===== src/rtl/swpe_ram.sv =====
// Generic single-write, single-read synchronous RAM with registered read data.
module swpe_ram #(
  parameter int WIDTH = 8,
  parameter int DEPTH = 64
) (
  input  logic                     clk_i,
  input  logic                     we_i,
  input  logic [$clog2(DEPTH)-1:0] waddr_i,
  input  logic [WIDTH-1:0]         wdata_i,
  input  logic                     re_i,
  input  logic [$clog2(DEPTH)-1:0] raddr_i,
  output logic [WIDTH-1:0]         rdata_o
);

  logic [WIDTH-1:0] mem_q [DEPTH];
  logic [WIDTH-1:0] rdata_q;

  always_ff @(posedge clk_i) begin
    if (we_i) begin
      mem_q[waddr_i] <= wdata_i;
    end
    if (re_i) begin
      rdata_q <= mem_q[raddr_i];
    end
  end

  assign rdata_o = rdata_q;

endmodule


===== config.mk =====
export PLATFORM = sky130hd
export DESIGN_NAME = swpe_ram
export DESIGN_NICKNAME = d
export VERILOG_FILES = /design/src/rtl/swpe_ram.sv
export SDC_FILE = /design/constraint.sdc
export NUM_CORES = 1
export LEC_CHECK = 0
export ABC_AREA = 1
export BUFFER_PORTS_ARGS = -buffer_cell sky130_fd_sc_hd__buf_4
export CORE_MARGIN = 10
export CORE_UTILIZATION = 50
export CTS_CLUSTER_SIZE = 14
export DETAILED_ROUTE_END_ITERATION = 8
export PLACE_DENSITY = 0.66
export SLEW_MARGIN = 20
export SYNTH_ARGS = -nofsm -noshare
export SYNTH_HDL_FRONTEND = slang
export SYNTH_SLANG_ARGS = --single-unit
export TNS_END_PERCENT = 20

===== constraint.sdc =====
create_clock -name clk_i -period 2.48 [get_ports clk_i]
set_input_delay 0.124 -clock clk_i [delete_from_list [all_inputs] [get_ports clk_i]]
set_output_delay 0.124 -clock clk_i [all_outputs]
set_load 0.01 [all_outputs]

# Word-level counts from Yosys, hierarchy flattened
# Memories as Yosys holds them, arrays and structs flattened. A register that Yosys moved wholly into a read port is not among the register bits.
# Index checks and enable logic that the tools add are counted.
# Widths: inputs -> output; s select.
[op_classes]
n_eq_ne = 0
shifts = 0
div = 0
n_lt_le_gt_ge = 0
bitwise = 0
mul = 0
add_sub_neg = 0
n_reduce_logical = 0
muxes = 2
[op_table]
columns = ["operator", "n"]
rows = [
  ["$mux 1", 2],
]
[totals]
rom_bits = 0
inputBits = 23
out_inout_bits = 8
reg_bits = 0
latchBits = 0
ram_bits = 512
memories = 1
wordCells = 3
[mem_list]
columns = ["memory", "depth", "word_bits", "rd", "rd_ports_with_merged_regs", "write_ports", "line", "text"]
rows = [
  ["mem_q", 64, 8, 1, 1, 1, "15", "logic [WIDTH-1:0] mem_q [DEPTH];"],
]

# Longest topological paths before layout
[depth]
ltp_word = 2
ltp_mapped = 12
mapped_depth_nobuf = 9

# Worst setup path after synthesis
# No wires, ideal clock.
[synth_timing]
kind = "input port to flip-flop"
startpoint = "in we_i"
endpoint = "mem mem_q[48][0], enable pin"
setup_time_ns = 0.395
slack_ns = 0.590
t_arrival_ns = 1.495
path_stages = 3
required_time_ns = 2.085
path_buffers = 1
cell_sequence = "clkbuf_1 > nand4_1 > nor4_1"
[synth_between]
elab_chain_len = 2
[synth_rtl]
columns = ["element", "line", "text"]
rows = [
  ["start: declaration", "7", "input logic we_i,"],
  ["$mux 1", "19", "if (we_i) begin"],
  ["$mux 1 (not written as such)", "20", "mem_q[waddr_i] <= wdata_i;"],
  ["end: declaration", "15", ""],
]
# Every way passes these cells.

==> results.md <==
- The reg2reg setup slack is 0.94 ns.
- In this run the mean area of a mapped cell was roughly 12 µm².
- Summing all multi-input logic gate instances after layout gives 0.00495 mm².
- The starting density of the core is 50.8%.
- Routability-driven placement finished with a final weighted congestion of 0.899.
- In the final timing run, aggregate negative setup slack is 0 ns.
- STA classifies the critical path endpoint as a register.
- The number of port buffers is 30.
- The detailed placement HPWL is ~31 mm.
- The clock tree skew after final layout is approximately 0.023 ns.
- The synthesized net count is 1828.
- Setup repair after global routing left no endpoint under its margin.
- After detailed routing, the number of remaining DRC violations is 0.
- The cell area after technology mapping is between 0.02 and 0.025 mm².
- The transition at the pin with the smallest max-transition slack is approximately 1.0 ns.
- The x dimension of the die is 227 µm.
- The number of maximum-capacitance constraint violations is 0.
- The sequential standard cell area is 0.0156 mm².
- The cell count after synthesis came out at 1805.
- Along the worst path, the maximum fanout reaches 1.
- The average wire per standard cell is about 22 µm.
- TritonCTS built the clock tree.
- After layout, the worst setup slack is 0.939 ns.
- The share of the synthesized area in the top cell type is around 73%.
- The worst min-delay path category is in2reg.
- The mean number of vias per cell is 5.71.
- The arrival time of data at the critical path endpoint is 1.87 ns.
- The buffering stage count on the worst path with inverters included is 0.
- STA puts the critical path data required time at ~2.8 ns.
- The capture point of the worst reg-to-reg path is rdata_o[6].
- For this run, the total global-route usage over all layers was measured as 21.2%.
- 0 antenna diodes ended up in the layout.
- For this run, asynchronously set or reset flops after synthesis account for 0%.
- The slowest cell on the critical path is sky130_fd_sc_hd__edfxtp_1.
- The max-slew violation count is 0.
- The flow ran to the end, and the final reports show no timing, DRC or antenna violations.
- For this block, the routed nets add up to 54.0 mm of wire.
- The sequential area share after synthesis is 72.9%.
- Summed over all cells, the static leakage comes to 0.00874 µW.
- The share of the cycle needed by the critical path after routing is between 60% and 70%.
- The dominant cell type by area after synthesis is sky130_fd_sc_hd__edfxtp_1.
- The clock-pin slew reported for the worst setup and hold paths after clock tree synthesis is 0.06 ns.
- The H-tree was split into 2 levels.
- The number of clock buffers added by TritonCTS is 52.
- The insertion delay of the later-clocked pin in the worst-skew pair is 0.60 ns.
- The hold-critical path endpoint is rdata_o[4].
- The worst-case IR drop observed on VDD is 0.000568 V.
- Once detail routing completed, the nets flagged for antenna violations numbered 0.
- The worst hold path passes through 4 cells.
- The floorplan die area is 0.0515 mm².
- The number of nets in the layout is 1899.
- The dominant synthesized flop cell is sky130_fd_sc_hd__edfxtp_1.
- Traced cell by cell, the critical path runs through nand2_1, nand3_1, nand3_1, nand2_1, nand2_1, nand3_1, nand3_1, nand2_1.
- The count of final setup violators is 0.
- Dividing total power by cell area gives a power density of 766 mW/mm².
- Before antenna repair, the detailed router went through 5 iterations.
- The critical path in this run is classified as reg2reg.
- Counting instances in the post-synthesis netlist gives the leading cell types as 648 x sky130_fd_sc_hd__nand2_1, 520 x sky130_fd_sc_hd__edfxtp_1, 439 x sky130_fd_sc_hd__nand3_1.
- In this run the vertical extent of the chip is 227 µm.
- The buffer count from post-CTS setup fixing is 0.
- The area growth from synthesis to layout is 12.0%.
- The number of filler instances in the final layout is 3457.
- The largest stage delay on the critical path is 0.36 ns.
- The number of antenna violations at the first check in global routing is 0.
- The launch instance of the worst register-to-register path is mem_q[23][6].
- The total number of vias is 13998.
- In the post-synthesis netlist, the cell with the most instances is sky130_fd_sc_hd__nand2_1.
- The count of standard-cell rows is 75.
- The number of placed I/O pins is 31.
- The source of the worst hold timing path is raddr_i[4].
- In the final layout, the share of cells above drive strength 1 is between 10% and 20%.
- For this run the aggregate overflow at the end of global routing stands at 0.
- The final number of hold-violating endpoints was 0.
- In this run, synthesis inferred 520 flip-flops with an integrated enable.
- Timing analysis after detailed placement gives a worst setup slack of ~0.42 ns.
- The clock net in this run drives a total of 520 sinks.
- Yosys printed 0 warnings.
- In this run the deepest clock path goes through 3 buffers.
- The tightest slew margin relative to the limit is 31.5%.
- The wire length of the first global-routing pass is 82.4 mm.
- The first-iteration detailed-routing DRC count is 1653.
- The critical path's top delay family is simple AND/OR/NAND/NOR gates.
- The clock root buffer is sky130_fd_sc_hd__clkbuf_16.
- The number of global-route vias before repair was 13623.
- The core region is around 0.042 mm².
- Entering global routing, the biggest net connects 100 pins.
- The number of distinct library cells after synthesis is 15.
- Synthesis inferred 520 register bits.
- Cells fill 56.9% of the core in the end.
- The worst path needs roughly 1.5 ns of the cycle, external delays included.
- For the worst flop-to-flop path, the logic depth is 8.
- Static timing analysis puts the maximum clock frequency at 0.649 GHz.
- Ranked by total cell area, the synthesized netlist is headed by sky130_fd_sc_hd__edfxtp_1 73%, sky130_fd_sc_hd__nand2_1 11%, sky130_fd_sc_hd__nand3_1 10%, sky130_fd_sc_hd__buf_6 1.8%, sky130_fd_sc_hd__nor2_1 0.98%.
- The nature of the critical path startpoint is a register.
through the flow:
step | cells | power [µW] | cell area (µm²) | hold WS (ns)
3_5_place_dp | 2359 | 11100 | 22400 | 0.500
2_1_floorplan | 1805 | 10600 | 21400 | 0.223
5_1_grt | 2452 | 19000 | 24000 | 0.0687
6_report | 2452 | 18400 | 24000 | 0.0838
3_3_place_gp | 2359 | 11100 | 22400 | 0.501
4_1_cts | 2452 | 18500 | 24000 | 0.0400
cell type report:
class,instances,share of cell area (%)
sequential,520,65.1
multi-input combinational,1160,20.6
clock buffer,72,5.83
timing repair buffer,130,4.68
tap,539,2.81
clock inverter,19,0.720
inverter,12,0.219
layout by cell type, fill, tap and decap left out, types with 9 or more instances in the layout:
cell	Yosys	final
sky130_fd_sc_hd__nand3_1	439	439
sky130_fd_sc_hd__inv_1	10	9
sky130_fd_sc_hd__clkbuf_1	15	19
sky130_fd_sc_hd__buf_12	0	11
sky130_fd_sc_hd__buf_4	14	116
sky130_fd_sc_hd__nand4_1	9	9
sky130_fd_sc_hd__clkbuf_16	0	53
sky130_fd_sc_hd__nand2_1	648	648
sky130_fd_sc_hd__edfxtp_1	520	520
sky130_fd_sc_hd__nor2_1	56	56
routing by layer:
layer	GRT usage, %	vias to the layer above	wire [µm]
met5	0	-	0
met4	6.75	0	1570
met3	5.44	114	4970
met2	33.0	625	24900
met1	28.8	6758	22600
li1	-	6501	-
power by group:
part,internal [µW],switching (µW)
Sequential,9750,26.1
Combinational,305,863
Clock,4230,3200
what timing repair did:
action	in CTS	in global routing
hold endpoints to repair	12	0
resized for setup	0	0
hold buffers	2	0
worst reg2reg max path: stages (launching register included):
cell and delay [ns]:
sky130_fd_sc_hd__edfxtp_1 0.36, sky130_fd_sc_hd__nand2_1 0.07, sky130_fd_sc_hd__nand3_1 0.18, sky130_fd_sc_hd__nand3_1 0.15, sky130_fd_sc_hd__nand2_1 0.05, sky130_fd_sc_hd__nand2_1 0.05
sky130_fd_sc_hd__nand3_1 0.12, sky130_fd_sc_hd__nand3_1 0.23, sky130_fd_sc_hd__nand2_1 0.08
sequential cells by signal, summed over array words and instances (netlist names):
name     flops
rdata_o      8
mem_q      512
how the worst max path moves through the flow:
stage | startpoint | to | slack, ns | depth (start not counted)
3_3_place_gp | raddr_i[1] | rdata_o[6] | 0.44 | 10
6_report | mem_q[23][6] | rdata_o[6] | 0.94 | 8
2_1_floorplan | we_i | mem_q[48][0] | 0.59 | 3
3_5_place_dp | raddr_i[1] | rdata_o[2] | 0.42 | 10
4_1_cts | mem_q[18][6] | rdata_o[6] | 0.97 | 8
5_1_grt | mem_q[23][2] | rdata_o[2] | 0.84 | 8
logic make-up (layout without fill, tap and decap cells):
| logic type | Yosys count | after routing | synth area share (%) |
|---|---|---|---|
| and+or+nand+nor | 1160 | 1160 | 23.1 |
| buffers and inverters | 125 | 233 | 4.01 |
| DFF | 520 | 520 | 72.9 |
Power figures use the tool's default switching activity.
